===== config.mk =====
export PLATFORM = sky130hd
export DESIGN_NAME = directed_cycle_detector_top
export DESIGN_NICKNAME = d
export VERILOG_FILES = /design/src/rtl/dcd_pkg.sv /design/src/rtl/directed_cycle_detector_top.sv /design/src/rtl/dcd_ctrl.sv /design/src/rtl/dcd_datapath.sv
export SDC_FILE = /design/constraint.sdc
export NUM_CORES = 1
export LEC_CHECK = 0
export BUFFER_PORTS_ARGS = -buffer_cell sky130_fd_sc_hd__buf_2
export CORE_AREA = 2 2 191 193
export CTS_CLUSTER_DIAMETER = 100
export DETAILED_ROUTE_END_ITERATION = 7
export DIE_AREA = 0 0 193 195
export PLACE_DENSITY = 0.8
export SYNTH_ARGS = -nofsm -noshare
export SYNTH_HDL_FRONTEND = slang
export SYNTH_SLANG_ARGS = --single-unit

===== constraint.sdc =====
create_clock -name clk -period 4.57 [get_ports clk]
set_input_delay 0.2285 -clock clk [delete_from_list [all_inputs] [get_ports clk]]
set_output_delay 0.2285 -clock clk [all_outputs]
set_load 0.02 [all_outputs]

===== src/rtl/dcd_pkg.sv =====
package dcd_pkg;

    // Default graph size and width of the vertex fields
    localparam int NODES_DEF = 16;
    localparam int FIELD_W   = 4;

    // Controller states
    typedef enum logic [2:0] {
        ST_IDLE,
        ST_EDGE_REV,
        ST_ROOT,
        ST_SCAN,
        ST_POP,
        ST_POP_LOAD
    } dcd_state_t;

    // Commands from controller to datapath, at most one per cycle
    typedef struct packed {
        logic accept_edge;
        logic accept_query;
        logic edge_rev;
        logic root_next;
        logic push_root;
        logic push_scan;
        logic scan_next;
        logic pop;
        logic pop_load;
        logic finish_none;
        logic finish_hit;
    } dcd_cmd_t;

    // Status from datapath to controller
    typedef struct packed {
        logic root_end;
        logic root_visited;
        logic scan_end;
        logic edge_bit;
        logic path_bit;
        logic vis_bit;
        logic stack_last;
    } dcd_sts_t;

endpackage


===== src/rtl/directed_cycle_detector_top.sv =====
// Edge word: a single write, or a second reverse write when both_ways is set (one adjacency write port).
// Query: DFS scanning one adjacency bit per cycle while in ST_SCAN; the result
//   strobe on done is registered, in the cycle after the end.
// busy stays high for the whole walk; no new word is taken meanwhile.
// Reset (rst_n, async, active low) empties the graph; no clearing pass.
// The receiver cannot stall: cyclic is valid only in the done cycle.
module directed_cycle_detector_top
    import dcd_pkg::*;
#(
    parameter int NODES = NODES_DEF
)
(
    input  logic               clk,
    input  logic               rst_n,
    input  logic               start,
    output logic               busy,
    input  logic               req_type,
    input  logic [FIELD_W-1:0] src_node,
    input  logic [FIELD_W-1:0] dst_node,
    input  logic               both_ways,
    output logic               done,
    output logic               cyclic
);

    dcd_cmd_t cmd;
    dcd_sts_t sts;

    // Sequencer
    dcd_ctrl u_ctrl (
        .clk       (clk),
        .rst_n     (rst_n),
        .start     (start),
        .req_type  (req_type),
        .both_ways (both_ways),
        .sts       (sts),
        .cmd       (cmd),
        .busy      (busy)
    );

    // Graph store and search datapath
    dcd_datapath #(
        .NODES (NODES)
    ) u_datapath (
        .clk      (clk),
        .rst_n    (rst_n),
        .cmd      (cmd),
        .src_node (src_node),
        .dst_node (dst_node),
        .sts      (sts),
        .done     (done),
        .cyclic   (cyclic)
    );

`ifndef SYNTHESIS
    a_one_cmd: assert property (@(posedge clk) disable iff (!rst_n)
        $onehot0(cmd))
        else $error("more than one datapath command");
    a_done_after_busy: assert property (@(posedge clk) disable iff (!rst_n)
        done |-> $past(busy))
        else $error("result without a search");
    a_query_busy: assert property (@(posedge clk) disable iff (!rst_n)
        (start && !busy && req_type) |=> busy)
        else $error("query accepted but not started");
    a_edge_single: assert property (@(posedge clk) disable iff (!rst_n)
        (start && !busy && !req_type && !both_ways) |=> (!busy && !done))
        else $error("single edge word took more than one cycle");
`endif

endmodule


===== src/rtl/dcd_ctrl.sv =====
module dcd_ctrl
    import dcd_pkg::*;
(
    input  logic       clk,
    input  logic       rst_n,
    input  logic       start,
    input  logic       req_type,
    input  logic       both_ways,
    input  dcd_sts_t   sts,
    output dcd_cmd_t   cmd,
    output logic       busy
);

    dcd_state_t state_reg;
    dcd_state_t state_next;

    // State register
    always_ff @(posedge clk or negedge rst_n)
    begin
        if (!rst_n)
        begin
            state_reg <= ST_IDLE;
        end
        else
        begin
            state_reg <= state_next;
        end
    end

    // Next state
    always_comb
    begin
        state_next = state_reg;
        case (state_reg)
            ST_IDLE:
            begin
                if (start)
                begin
                    if (req_type)
                        state_next = ST_ROOT;
                    else if (both_ways)
                        state_next = ST_EDGE_REV;
                end
            end
            ST_EDGE_REV:
                state_next = ST_IDLE;
            ST_ROOT:
            begin
                if (sts.root_end)
                    state_next = ST_IDLE;
                else if (!sts.root_visited)
                    state_next = ST_SCAN;
            end
            ST_SCAN:
            begin
                if (sts.scan_end)
                    state_next = ST_POP;
                else if (sts.edge_bit && sts.path_bit)
                    state_next = ST_IDLE;
            end
            ST_POP:
                state_next = sts.stack_last ? ST_ROOT : ST_POP_LOAD;
            ST_POP_LOAD:
                state_next = ST_SCAN;
            default:
                state_next = ST_IDLE;
        endcase
    end

    // Command decode
    always_comb
    begin
        cmd  = '0;
        busy = 1'b1;
        case (state_reg)
            ST_IDLE:
            begin
                busy = 1'b0;
                if (start)
                begin
                    cmd.accept_query = req_type;
                    cmd.accept_edge  = !req_type;
                end
            end
            ST_EDGE_REV:
                cmd.edge_rev = 1'b1;
            ST_ROOT:
            begin
                if (sts.root_end)
                    cmd.finish_none = 1'b1;
                else if (sts.root_visited)
                    cmd.root_next = 1'b1;
                else
                    cmd.push_root = 1'b1;
            end
            ST_SCAN:
            begin
                if (sts.scan_end)
                    cmd.pop = 1'b1;
                else if (sts.edge_bit && sts.path_bit)
                    cmd.finish_hit = 1'b1;
                else if (sts.edge_bit && !sts.vis_bit)
                    cmd.push_scan = 1'b1;
                else
                    cmd.scan_next = 1'b1;
            end
            ST_POP:
                cmd.pop = 1'b0;
            ST_POP_LOAD:
                cmd.pop_load = 1'b1;
            default:
                busy = 1'b1;
        endcase
    end

endmodule


===== src/rtl/dcd_datapath.sv =====
module dcd_datapath
    import dcd_pkg::*;
#(
    parameter int NODES = NODES_DEF
)
(
    input  logic               clk,
    input  logic               rst_n,
    input  dcd_cmd_t           cmd,
    input  logic [FIELD_W-1:0] src_node,
    input  logic [FIELD_W-1:0] dst_node,
    output dcd_sts_t           sts,
    output logic               done,
    output logic               cyclic
);

    localparam int IW = (NODES > 1) ? $clog2(NODES) : 1;
    localparam int CW = IW + 1;
    localparam int NW = (IW + 1 > FIELD_W + 1) ? IW + 1 : FIELD_W + 1;

    // Adjacency rows, stack and registered read data
    logic [NODES-1:0] adj_mem [NODES];
    logic [NODES-1:0] row_valid_reg;
    logic [NODES-1:0] row_reg;
    logic             row_ok_reg;
    logic [IW-1:0]    stk_mem [NODES];
    logic [IW-1:0]    stk_rd_reg;

    // Search state
    logic [NODES-1:0] visited_reg;
    logic [NODES-1:0] on_path_reg;
    logic [CW-1:0]    depth_reg;
    logic [CW-1:0]    root_reg;
    logic [CW-1:0]    w_reg;
    logic [IW-1:0]    u_reg;
    logic [IW-1:0]    src_reg;
    logic [IW-1:0]    dst_reg;
    logic             rng_reg;
    logic             done_reg;
    logic             cyclic_reg;

    logic [NW-1:0]    src_ext;
    logic [NW-1:0]    dst_ext;
    logic             in_range;
    logic             adj_we;
    logic [IW-1:0]    wr_row;
    logic [IW-1:0]    wr_col;
    logic [NODES-1:0] wr_onehot;
    logic             adj_re;
    logic [IW-1:0]    push_v;
    logic [IW-1:0]    rd_row;
    logic [IW-1:0]    w_idx;
    logic             push;

    // Vertex fields against the graph size
    assign src_ext  = NW'(src_node);
    assign dst_ext  = NW'(dst_node);
    assign in_range = (src_ext < NW'(NODES)) && (dst_ext < NW'(NODES));

    // Edge write: forward from the ports, reverse from the held word
    assign adj_we    = cmd.accept_edge ? in_range : (cmd.edge_rev && rng_reg);
    assign wr_row    = cmd.accept_edge ? src_ext[IW-1:0] : dst_reg;
    assign wr_col    = cmd.accept_edge ? dst_ext[IW-1:0] : src_reg;
    assign wr_onehot = NODES'(1) << wr_col;

    // Row fetch on push or on return to the parent
    assign push   = cmd.push_root || cmd.push_scan;
    assign push_v = cmd.push_root ? root_reg[IW-1:0] : w_reg[IW-1:0];
    assign rd_row = cmd.pop_load ? stk_rd_reg : push_v;
    assign adj_re = push || cmd.pop_load;
    assign w_idx  = w_reg[IW-1:0];

    // Adjacency memory; a row never written reads as zero
    always_ff @(posedge clk)
    begin
        if (adj_we)
        begin
            if (row_valid_reg[wr_row])
                adj_mem[wr_row][wr_col] <= 1'b1;
            else
                adj_mem[wr_row] <= wr_onehot;
        end
        if (adj_re)
        begin
            row_reg    <= adj_mem[rd_row];
            row_ok_reg <= row_valid_reg[rd_row];
        end
    end

    always_ff @(posedge clk or negedge rst_n)
    begin
        if (!rst_n)
            row_valid_reg <= '0;
        else if (adj_we)
            row_valid_reg[wr_row] <= 1'b1;
    end

    // Search stack
    always_ff @(posedge clk)
    begin
        if (push)
            stk_mem[depth_reg[IW-1:0]] <= push_v;
        if (cmd.pop)
            stk_rd_reg <= stk_mem[IW'(depth_reg - CW'(2))];
    end

    // Held edge word for the reverse write
    always_ff @(posedge clk)
    begin
        if (cmd.accept_edge)
        begin
            src_reg <= src_ext[IW-1:0];
            dst_reg <= dst_ext[IW-1:0];
            rng_reg <= in_range;
        end
    end

    // Marks, depth, scan pointer and root counter
    always_ff @(posedge clk or negedge rst_n)
    begin
        if (!rst_n)
        begin
            visited_reg <= '0;
            on_path_reg <= '0;
            depth_reg   <= '0;
            root_reg    <= '0;
            w_reg       <= '0;
            u_reg       <= '0;
        end
        else
        begin
            if (cmd.accept_query)
            begin
                visited_reg <= '0;
                on_path_reg <= '0;
                depth_reg   <= '0;
                root_reg    <= '0;
            end
            if (cmd.root_next)
                root_reg <= root_reg + CW'(1);
            if (push)
            begin
                visited_reg[push_v] <= 1'b1;
                on_path_reg[push_v] <= 1'b1;
                depth_reg           <= depth_reg + CW'(1);
                u_reg               <= push_v;
                w_reg               <= '0;
            end
            if (cmd.scan_next)
                w_reg <= w_reg + CW'(1);
            // leaving u: parent resumes just past it
            if (cmd.pop)
            begin
                on_path_reg[u_reg] <= 1'b0;
                depth_reg          <= depth_reg - CW'(1);
                w_reg              <= CW'(u_reg) + CW'(1);
            end
            if (cmd.pop_load)
                u_reg <= stk_rd_reg;
        end
    end

    // Result strobe
    always_ff @(posedge clk or negedge rst_n)
    begin
        if (!rst_n)
        begin
            done_reg   <= 1'b0;
            cyclic_reg <= 1'b0;
        end
        else
        begin
            done_reg <= cmd.finish_none || cmd.finish_hit;
            if (cmd.finish_none || cmd.finish_hit)
                cyclic_reg <= cmd.finish_hit;
        end
    end

    // Status; stack_last is looked at just after the pop, when the stack is empty
    assign sts.root_end     = (root_reg == CW'(NODES));
    assign sts.root_visited = visited_reg[root_reg[IW-1:0]];
    assign sts.scan_end     = (w_reg == CW'(NODES));
    assign sts.edge_bit     = row_ok_reg && row_reg[w_idx];
    assign sts.path_bit     = on_path_reg[w_idx];
    assign sts.vis_bit      = visited_reg[w_idx];
    assign sts.stack_last   = (depth_reg == CW'(0));

    assign done   = done_reg;
    assign cyclic = cyclic_reg;

endmodule

==> impl_metrics.py, run 1 <==
metrics = {
    "outcome": {
        "status": "complete, no violations",
    },
    "clocking": {
        "clkTransAtPathRegs_ps": 60,
        "ctsLongestPathBuffers": 3,
        "cts_buffers": 44,
        "htree_levels": 2,
        "insertion_delay_ps": 580,
        "ctsHoldBuffers": 9,
        "cts_sinks": 421,
        "root_buffer": "clkbuf_16",
        "cts_resized": 0,
        "cts_tree": "yes",
        "post_cts_buffers": 0,
    },
    "layout": {
        "insertedDiodeCount": 0,
        "largest_register_ffs": 256,
        "top_register": "u_datapath.adj_mem",
        "drive_above_1_share": 0.114,
        "layout-area-overhead-vs-synth_pct": 10.1,
        "fin_util": 0.600,
        "fillers": 2645,
        "fin_nets": 1514,
        "final_cell_mix": "edfxtp_1, nor2_1, mux2i_1",
        "layout_commonest_cell": "edfxtp_1",
    },
    "routing": {
        "drc": 0,
        "wl_per_cell_um": 23.4,
        "num_vias": 12600,
        "dr.pass1.iters": 7,
        "ant_nets": 0,
        "viasPerCell": 6.40,
        "wirelength_mm": 46.2,
        "drt_iter0_drc": 1335,
    },
    "setup_path": {
        "reg2reg_slack_ps": 320,
        "arrival_ps": 4540,
        "reg2reg_from": "u_datapath.root_reg[2]",
        "timing.rr.end": "u_datapath.row_reg[10]",
        "worst_ep_required_time_ps": 4870,
        "path_class": "flop to flop",
        "startpoint_type": "flop",
        "r2r_cells": 8,
        "cp_max_fo": 19,
        "cp-end-kind": "flop",
    },
    "min_path": {
        "min_to": "u_ctrl.state_reg[1]",
        "hp-class": "input port to flop",
        "hold_depth": 5,
        "hold_start": "both_ways",
    },
    "timing": {
        "slew_headroom": 0.176,
        "drv_slew": 0,
        "grt_setup_unrepaired": "no",
        "finalCritPeriodShare": 0.930,
        "finalSetupTns_ps": 0,
        "fmax_mhz": 235,
        "setup_viol": 0,
        "clock-skew-final_ps": 24.8,
        "worst_slew_pin_slew_ps": 1230,
        "final.min_clock_period_ps": 4250,
        "hold_viol": 0,
        "timing.hold.ws_ps": 32.3,
    },
    "die": {
        "die-area_mm2": 0.0376,
        "die_h_um": 195,
        "die_w_um": 193,
        "core_mm2": 0.0354,
        "start_util": 0.545,
        "rows": 69,
        "io_pins": 16,
    },
    "global_routing": {
        "antenna_found_initial": 0,
        "overflow": 0,
        "grt_pass1_wl_mm": 70.1,
        "grt_max_degree": 73,
        "grt_usage": 0.249,
        "grt_pass1_vias": 12300,
    },
    "logic_synthesis": {
        "async_reset_ff_frac": 0.171,
        "yosysWarnings": 0,
        "ys_seq_elements": 421,
        "synth_enable_flop_cells": 349,
        "avgSynthCellArea_um2": 12.9,
        "syn-cell-area_mm2": 0.0193,
        "ys_seq_area_frac": 0.637,
        "syn_inst": 1493,
        "synth_ff_type": "edfxtp_1",
        "ys_types": 65,
        "syn_nets": 1522,
    },
    "pwr": {
        "p_total_uw": 13600,
        "cellLeakagePower_uw": 0.00766,
        "power_density_mw_per_mm2": 639,
        "ir_drop_v": 0.000346,
    },
    "run": {
        "max_cap_viol_count": 0,
    },
    "placement": {
        "place_hpwl_mm": 27.7,
        "routabilityCongestion": 0.892,
        "numPortBuffers": 15,
    },
}
## report_power, final
part	internal [uW]	switching, uW
logic	1630	2890
clock network	2100	1490
registers	5100	365
total	8820	4740
## cells by family (layout without fill, tap and decap cells)
group                      count (synthesis)  count (layout)  synth area share
AOI/OAI and AO/OA                        197             197            0.0711
xor gates and xnor gates                   4               4           0.00182
adders and majority gates                 16              16            0.0104
buffers and inverters                    126             147            0.0289
DFF                                      421             421             0.637
muxes                                    195             195             0.126
and+or+nand+nor                          534             534             0.125
## synthesized netlist by cell type, types with 9 or more instances
| library cell | n | area share |
|---|---|---|
| o22ai_1 | 68 | 0.022 |
| nand3_1 | 28 | 0.0073 |
| nor2_1 | 286 | 0.056 |
| inv_1 | 22 | 0.0043 |
| mux4_2 | 37 | 0.043 |
| clkbuf_1 | 46 | 0.0090 |
| a21oi_1 | 27 | 0.0070 |
| ha_1 | 16 | 0.010 |
| clkbuf_2 | 9 | 0.0023 |
| or4_1 | 17 | 0.0066 |
| a22oi_1 | 12 | 0.0047 |
| o21ai_0 | 38 | 0.0099 |
| and2_1 | 11 | 0.0036 |
| dfrtp_1 | 72 | 0.093 |
| nor2b_1 | 9 | 0.0029 |
| mux2i_1 | 152 | 0.079 |
| nor3_1 | 9 | 0.0023 |
| edfxtp_1 | 349 | 0.54 |
| nand2_1 | 102 | 0.020 |
| nand2b_1 | 24 | 0.0078 |
| buf_2 | 41 | 0.011 |
## metal layers
layer	vias up	GRT usage	part of all wire
li1	5487	-	-
met1	6309	0.344	0.39
met2	725	0.387	0.48
met3	113	0.0568	0.099
met4	0	0.0918	0.029
met5	-	0	0
## through the flow
step | worst slack, ps | std cells | area (um^2)
2_1_floorplan | 1230 | 1493 | 19300
3_3_place_gp | 563 | 1891 | 19700
3_5_place_dp | 377 | 1891 | 19700
4_1_cts | 358 | 1975 | 21200
5_1_grt | 145 | 1975 | 21200
6_report | 322 | 1975 | 21200
## area by class of cell
type	instances	area (um^2)	area share
flip-flops and latches	421	12300	0.579
multi-input cells	946	6460	0.304
clock buffers	53	1160	0.0545
well taps	461	577	0.0272
repair buffers	49	393	0.0185
clock inverters	22	275	0.0130
inverters	23	86.3	0.00407
## critical path: stages (launching register included)
cell	delay (ps)
dfrtp_1	720
mux2i_1	150
mux4_2	530
and3_4	230
nor2_4	390
nor3_2	170
o31ai_4	1020
o22ai_1	200
or4_1	580
## worst max-delay path by stage
stage / from / end / slack (ps)
final: u_datapath.root_reg[2] / u_datapath.row_reg[10] / 320
after CTS: u_datapath.root_reg[2] / u_datapath.row_reg[10] / 360
after global routing: u_datapath.root_reg[2] / u_datapath.row_reg[9] / 150
after floorplan: u_datapath.w_reg[0] / u_datapath.row_ok_reg / 1230
after detailed placement: u_datapath.root_reg[2] / u_datapath.row_reg[10] / 380
after global placement: u_datapath.root_reg[2] / u_datapath.row_reg[6] / 560
No activity file was read; power rests on OpenSTA's default activity.
==> run 2, diff against run 1 <==
--- a/config.mk
+++ b/config.mk
@@ -6,11 +6,12 @@
 export NUM_CORES = 1
 export LEC_CHECK = 0
 export BUFFER_PORTS_ARGS = -buffer_cell sky130_fd_sc_hd__buf_2
-export CORE_AREA = 2 2 191 193
+export CORE_AREA = 2 2 196 198
+export CTS_BUF_LIST = sky130_fd_sc_hd__clkbuf_2 sky130_fd_sc_hd__clkbuf_4 sky130_fd_sc_hd__clkbuf_8
 export CTS_CLUSTER_DIAMETER = 100
 export DETAILED_ROUTE_END_ITERATION = 7
-export DIE_AREA = 0 0 193 195
-export PLACE_DENSITY = 0.8
+export DIE_AREA = 0 0 198 200
+export PLACE_DENSITY = 0.77
 export SYNTH_ARGS = -nofsm -noshare
 export SYNTH_HDL_FRONTEND = slang
 export SYNTH_SLANG_ARGS = --single-unit
==> run 2 against run 1 <==
  * Utilization down 2.8 points
  * Critical path depth up 2
  * Sequential share of layout area down 0.37 points
  * Clock power down 3%
  * Non-clock buffer count up 3
==> impl_metrics.py, run 2 (synthesized netlist as in run 1, its figures left out) <==
metrics = {
    "outcome": {
        "status": "complete, no violations",
    },
    "setup_path": {
        "reg2reg_slack_ps": 430,
        "path_cells": "inv_1 -> ha_1 -> nor4bb_2 -> or3_4 -> a211oi_4 -> nor2_4 -> and3_1 -> o31ai_4 -> o22ai_1 -> or4_1",
        "r2r_cells": 10,
        "crit_path_start": "u_datapath.root_reg[1]",
        "cp-end-kind": "flop",
        "cpPeakStageDelay_ps": 950,
        "crit_buf_inv": 1,
        "worstSetupPathDepth": 10,
        "path_class": "flop to flop",
        "startpoint_type": "flop",
        "cp_max_fo": 19,
        "reg2reg_from": "u_datapath.root_reg[1]",
        "endpoint": "u_datapath.row_reg[6]",
        "worst_ep_required_time_ps": 4920,
        "path_delay_family": "simple AND/OR/NAND/NOR gates",
        "slowest_stage": "o31ai_4",
        "arrival_ps": 4490,
        "timing.rr.end": "u_datapath.row_reg[6]",
    },
    "placement": {
        "routabilityCongestion": 0.914,
        "place_ws_ps": 521,
        "numPortBuffers": 15,
        "place_hpwl_mm": 28.7,
    },
    "timing": {
        "final.min_clock_period_ps": 4140,
        "drv_slew": 0,
        "grt_setup_unrepaired": "no",
        "setup_viol": 0,
        "slew_headroom": 0.217,
        "setup_ws_ps": 428,
        "fmax_mhz": 241,
        "hold_viol": 0,
        "finalSetupTns_ps": 0,
        "finalCritPeriodShare": 0.906,
        "clock-skew-final_ps": 33.3,
        "worst_slew_pin_slew_ps": 1170,
    },
    "layout": {
        "largest_register_ffs": 256,
        "fillers": 2937,
        "layout-area-overhead-vs-synth_pct": 10.8,
        "drive_above_1_share": 0.147,
        "insertedDiodeCount": 0,
        "final_cell_mix": "edfxtp_1, nor2_1, mux2i_1",
        "top_register": "u_datapath.adj_mem",
        "fin_nets": 1544,
        "layout_commonest_cell": "edfxtp_1",
    },
    "global_routing": {
        "grt_max_degree": 73,
        "antenna_found_initial": 2,
        "grt_pass1_wl_mm": 70.8,
        "grt_pass1_vias": 12700,
        "grt_usage": 0.240,
        "overflow": 0,
    },
    "min_path": {
        "hp-class": "input port to flop",
    },
    "pwr": {
        "cellLeakagePower_uw": 0.00776,
        "power_density_mw_per_mm2": 628,
        "ir_drop_v": 0.000351,
    },
    "die": {
        "die-area_mm2": 0.0396,
        "core_mm2": 0.0374,
        "rows": 71,
        "die_w_um": 198,
        "io_pins": 16,
        "die_h_um": 200,
        "start_util": 0.516,
    },
    "routing": {
        "drc": 0,
        "drt_iter0_drc": 1441,
        "num_vias": 12500,
        "wl_per_cell_um": 22.4,
        "viasPerCell": 6.03,
        "dr.pass1.iters": 5,
        "wirelength_mm": 46.5,
        "ant_nets": 0,
    },
    "clocking": {
        "insertion_delay_ps": 630,
        "clkTransAtPathRegs_ps": 60,
        "root_buffer": "clkbuf_8",
        "cts_tree": "yes",
        "ctsLongestPathBuffers": 3,
        "htree_levels": 3,
        "cts_resized": 0,
        "cts_sinks": 421,
        "cts_buffers": 71,
    },
    "run": {
        "max_cap_viol_count": 0,
    },
}
run 2: area by class of cell:
| class | count | area, um^2 | area share |
|---|---|---|---|
| clock inverters | 16 | 109 | 0.00509 |
| flip-flops and latches | 421 | 12300 | 0.575 |
| repair buffers | 52 | 420 | 0.0197 |
| clock buffers | 110 | 1370 | 0.0641 |
| multi-input cells | 946 | 6460 | 0.302 |
| inverters | 23 | 86.3 | 0.00404 |
| well taps | 511 | 639 | 0.0299 |
run 2: metrics by stage:
step / instance area, um^2 / power (uW) / std cells / utilization / hold WS (ps)
global route: 21400 / 14000 / 2079 / 0.571 / 155
detailed placement: 19800 / 9940 / 1942 / 0.529 / 436
global placement: 19800 / 9780 / 1942 / 0.529 / 420
floorplan: 19300 / 8760 / 1493 / - / -67.1
CTS: 21400 / 13400 / 2079 / 0.571 / 116
finish: 21400 / 13400 / 2079 / 0.571 / 141
run 2: worst min path at each step:
stage,from,end,cells after the start
6_report,req_type,u_ctrl.state_reg[1],5
5_1_grt,req_type,u_ctrl.state_reg[1],5
4_1_cts,req_type,u_ctrl.state_reg[0],6
3_5_place_dp,rst_n,u_ctrl.state_reg[1],1
3_3_place_gp,rst_n,u_ctrl.state_reg[1],1
2_1_floorplan,rst_n,u_ctrl.state_reg[0],0
run 2: per-layer routing:
layer,track usage,up-vias,wire [um]
met5,0,-,13
met2,0.384,650,22000
met1,0.310,6190,18100
met4,0.115,2,1880
li1,-,5542,-
met3,0.0585,154,4550
run 2: worst register-to-register path: cells and delay by family, from the launching register on:
| family | cells | cell delay, ps |
|---|---|---|
| compound gates | 3 | 1460 |
| fa+ha+maj | 1 | 200 |
| buf+inv | 1 | 130 |
| flops | 1 | 510 |
| simple gates | 5 | 1570 |
run 2: timing repair:
item / in CTS / in global routing
endpoints found under the hold margin: 82 / 0
setup buffers: 0 / 0
hold buffers: 11 / 0
run 2: where the power goes:
part / internal (uW) / switching, uW
clock network: 1960 / 1520
logic: 1620 / 2780
registers: 5100 / 441
total: 8680 / 4740
==> run 3, diff against run 2 <==
--- a/config.mk
+++ b/config.mk
@@ -6,11 +6,11 @@
 export NUM_CORES = 1
 export LEC_CHECK = 0
 export BUFFER_PORTS_ARGS = -buffer_cell sky130_fd_sc_hd__buf_2
-export CORE_AREA = 2 2 196 198
+export CORE_AREA = 2 2 149 260
 export CTS_BUF_LIST = sky130_fd_sc_hd__clkbuf_2 sky130_fd_sc_hd__clkbuf_4 sky130_fd_sc_hd__clkbuf_8
 export CTS_CLUSTER_DIAMETER = 100
 export DETAILED_ROUTE_END_ITERATION = 7
-export DIE_AREA = 0 0 198 200
+export DIE_AREA = 0 0 151 262
 export PLACE_DENSITY = 0.77
 export SYNTH_ARGS = -nofsm -noshare
 export SYNTH_HDL_FRONTEND = slang
==> run 3 against run 2 <==
  * Via count decreased by 0.26%
  * Hold slack got worse by 85 ps
  * Combinational power rose by 5%
  * Largest power group unchanged
  * Global-route usage is 1.3 points higher
  * Power down 2.5%
  * Critical path depth grew 1
==> impl_metrics.py, run 3 (synthesized netlist as in run 1, its figures left out) <==
metrics = {
    "routing": {
        "ant_nets": 0,
        "wl_per_cell_um": 24.1,
        "drt_iter0_drc": 1226,
        "wirelength_mm": 49.0,
        "dr.pass1.iters": 7,
        "drc": 0,
        "num_vias": 12500,
        "viasPerCell": 6.14,
    },
    "layout": {
        "fin_util": 0.564,
        "fin_nets": 1538,
        "layout-area-overhead-vs-synth_pct": 9.47,
        "fillers": 2957,
        "largest_register_ffs": 256,
        "top_register": "u_datapath.adj_mem",
        "stdcell_count": 2035,
        "layout_commonest_cell": "edfxtp_1",
        "final_cell_mix": "edfxtp_1, nor2_1, mux2i_1",
        "drive_above_1_share": 0.137,
    },
    "global_routing": {
        "grt_usage": 0.252,
        "grt_pass1_vias": 12800,
        "grt_max_degree": 38,
        "overflow": 0,
        "antenna_found_initial": 2,
        "grt_pass1_wl_mm": 73.8,
    },
    "placement": {
        "place_hpwl_mm": 31.6,
        "routabilityCongestion": 0.919,
        "dp_cells": 1922,
        "numPortBuffers": 15,
    },
    "clocking": {
        "insertion_delay_ps": 650,
        "clkTransAtPathRegs_ps": 80,
        "cts_tree": "yes",
        "post_cts_buffers": 0,
        "cts_buffers": 55,
        "ctsLongestPathBuffers": 3,
        "htree_levels": 2,
        "cts_sinks": 421,
        "root_buffer": "clkbuf_8",
    },
    "pwr": {
        "power_density_mw_per_mm2": 620,
        "cellLeakagePower_uw": 0.00766,
        "p_total_uw": 13100,
        "ir_drop_v": 0.000358,
    },
    "setup_path": {
        "worst_ep_required_time_ps": 4930,
        "crit_buf_inv": 2,
        "reg2reg_from": "u_datapath.root_reg[1]",
        "path_cells": "inv_1 -> ha_1 -> nor4bb_2 -> or3_4 -> a211o_1 -> a21oi_1 -> a211o_4 -> buf_12 -> mux2i_1 -> o22ai_1 -> or4_1",
        "startpoint_type": "flop",
        "r2r_cells": 11,
        "cp-end-kind": "flop",
        "arrival_ps": 4620,
        "cpPeakStageDelay_ps": 540,
        "path_class": "flop to flop",
        "reg2reg_slack_ps": 310,
        "timing.rr.end": "u_datapath.row_reg[2]",
        "slowest_stage": "dfrtp_1",
        "path_delay_family": "compound AO/OA/AOI/OAI gates",
        "cp_max_fo": 31,
    },
    "timing": {
        "clock-skew-final_ps": 60.6,
        "worst_slew_pin_slew_ps": 1230,
        "finalSetupTns_ps": 0,
        "hold_viol": 0,
        "timing.hold.ws_ps": 55.9,
        "final.min_clock_period_ps": 4260,
        "fmax_mhz": 235,
        "finalCritPeriodShare": 0.932,
        "drv_slew": 0,
        "slew_headroom": 0.178,
        "setup_viol": 0,
        "grt_setup_unrepaired": "no",
    },
    "min_path": {
        "hold_start": "start",
        "hold_depth": 5,
        "hp-class": "input port to flop",
        "min_to": "u_ctrl.state_reg[1]",
    },
    "die": {
        "die-area_mm2": 0.0396,
        "die_w_um": 151,
        "die_h_um": 262,
        "io_pins": 16,
        "rows": 94,
        "start_util": 0.516,
        "core_mm2": 0.0374,
    },
    "outcome": {
        "status": "complete, no violations",
    },
    "run": {
        "max_cap_viol_count": 0,
    },
}
-- run 3: cell type report --
class,instances,area [um^2],share of cell area
Sequential cell,421,12300,0.582
Multi-Input combinational cell,946,6460,0.306
Tap cell,480,601,0.0284
Inverter,23,86.3,0.00409
Antenna cell,1,2.50,0.000119
Clock inverter,30,280,0.0133
Timing Repair Buffer,62,490,0.0232
Clock buffer,72,910,0.0431
-- run 3: what timing repair did --
action	4_1_cts	5_1_grt
hold buffers	10	0
gates resized for setup	0	0
hold endpoints to repair	44	0
-- run 3: worst max-delay path by stage --
stage	startpoint	end	depth (start not counted)	slack, ps
2_1_floorplan	u_datapath.w_reg[0]	u_datapath.row_ok_reg	9	1230
3_5_place_dp	u_datapath.root_reg[1]	u_datapath.row_reg[2]	11	430
4_1_cts	u_datapath.root_reg[0]	u_datapath.row_reg[2]	11	380
6_report	u_datapath.root_reg[1]	u_datapath.row_reg[2]	11	310
3_3_place_gp	u_datapath.root_reg[2]	u_datapath.row_reg[2]	9	520
5_1_grt	u_datapath.root_reg[2]	u_datapath.row_reg[13]	9	120
-- run 3: through the flow --
stage	worst slack, ps	instance area [um^2]
detailed placement	432	19800
finish	313	21100
floorplan	1230	19300
CTS	377	21100
global placement	520	19800
global route	116	21100
-- run 3: per-layer routing --
metal | track usage | wire length, um | up-vias
met5 | 0 | 0 | -
met4 | 0.167 | 3520 | 0
met3 | 0.0368 | 2860 | 208
met2 | 0.468 | 26700 | 565
met1 | 0.259 | 15900 | 6214
li1 | - | - | 5518
-- run 3: where the power goes --
| group | switching [uW] | internal, uW | total [uW] |
|---|---|---|---|
| logic | 2930 | 1670 | 4600 |
| clock network | 1420 | 1590 | 3020 |
| registers | 378 | 5090 | 5470 |
| total | 4730 | 8350 | 13100 |
-- run 3: worst min-delay path, delay by kind of cell --
kind	cells	cell delay, ps
buffers and inverters	1	110
AOI/OAI and AO/OA	1	70
and+or+nand+nor	3	250
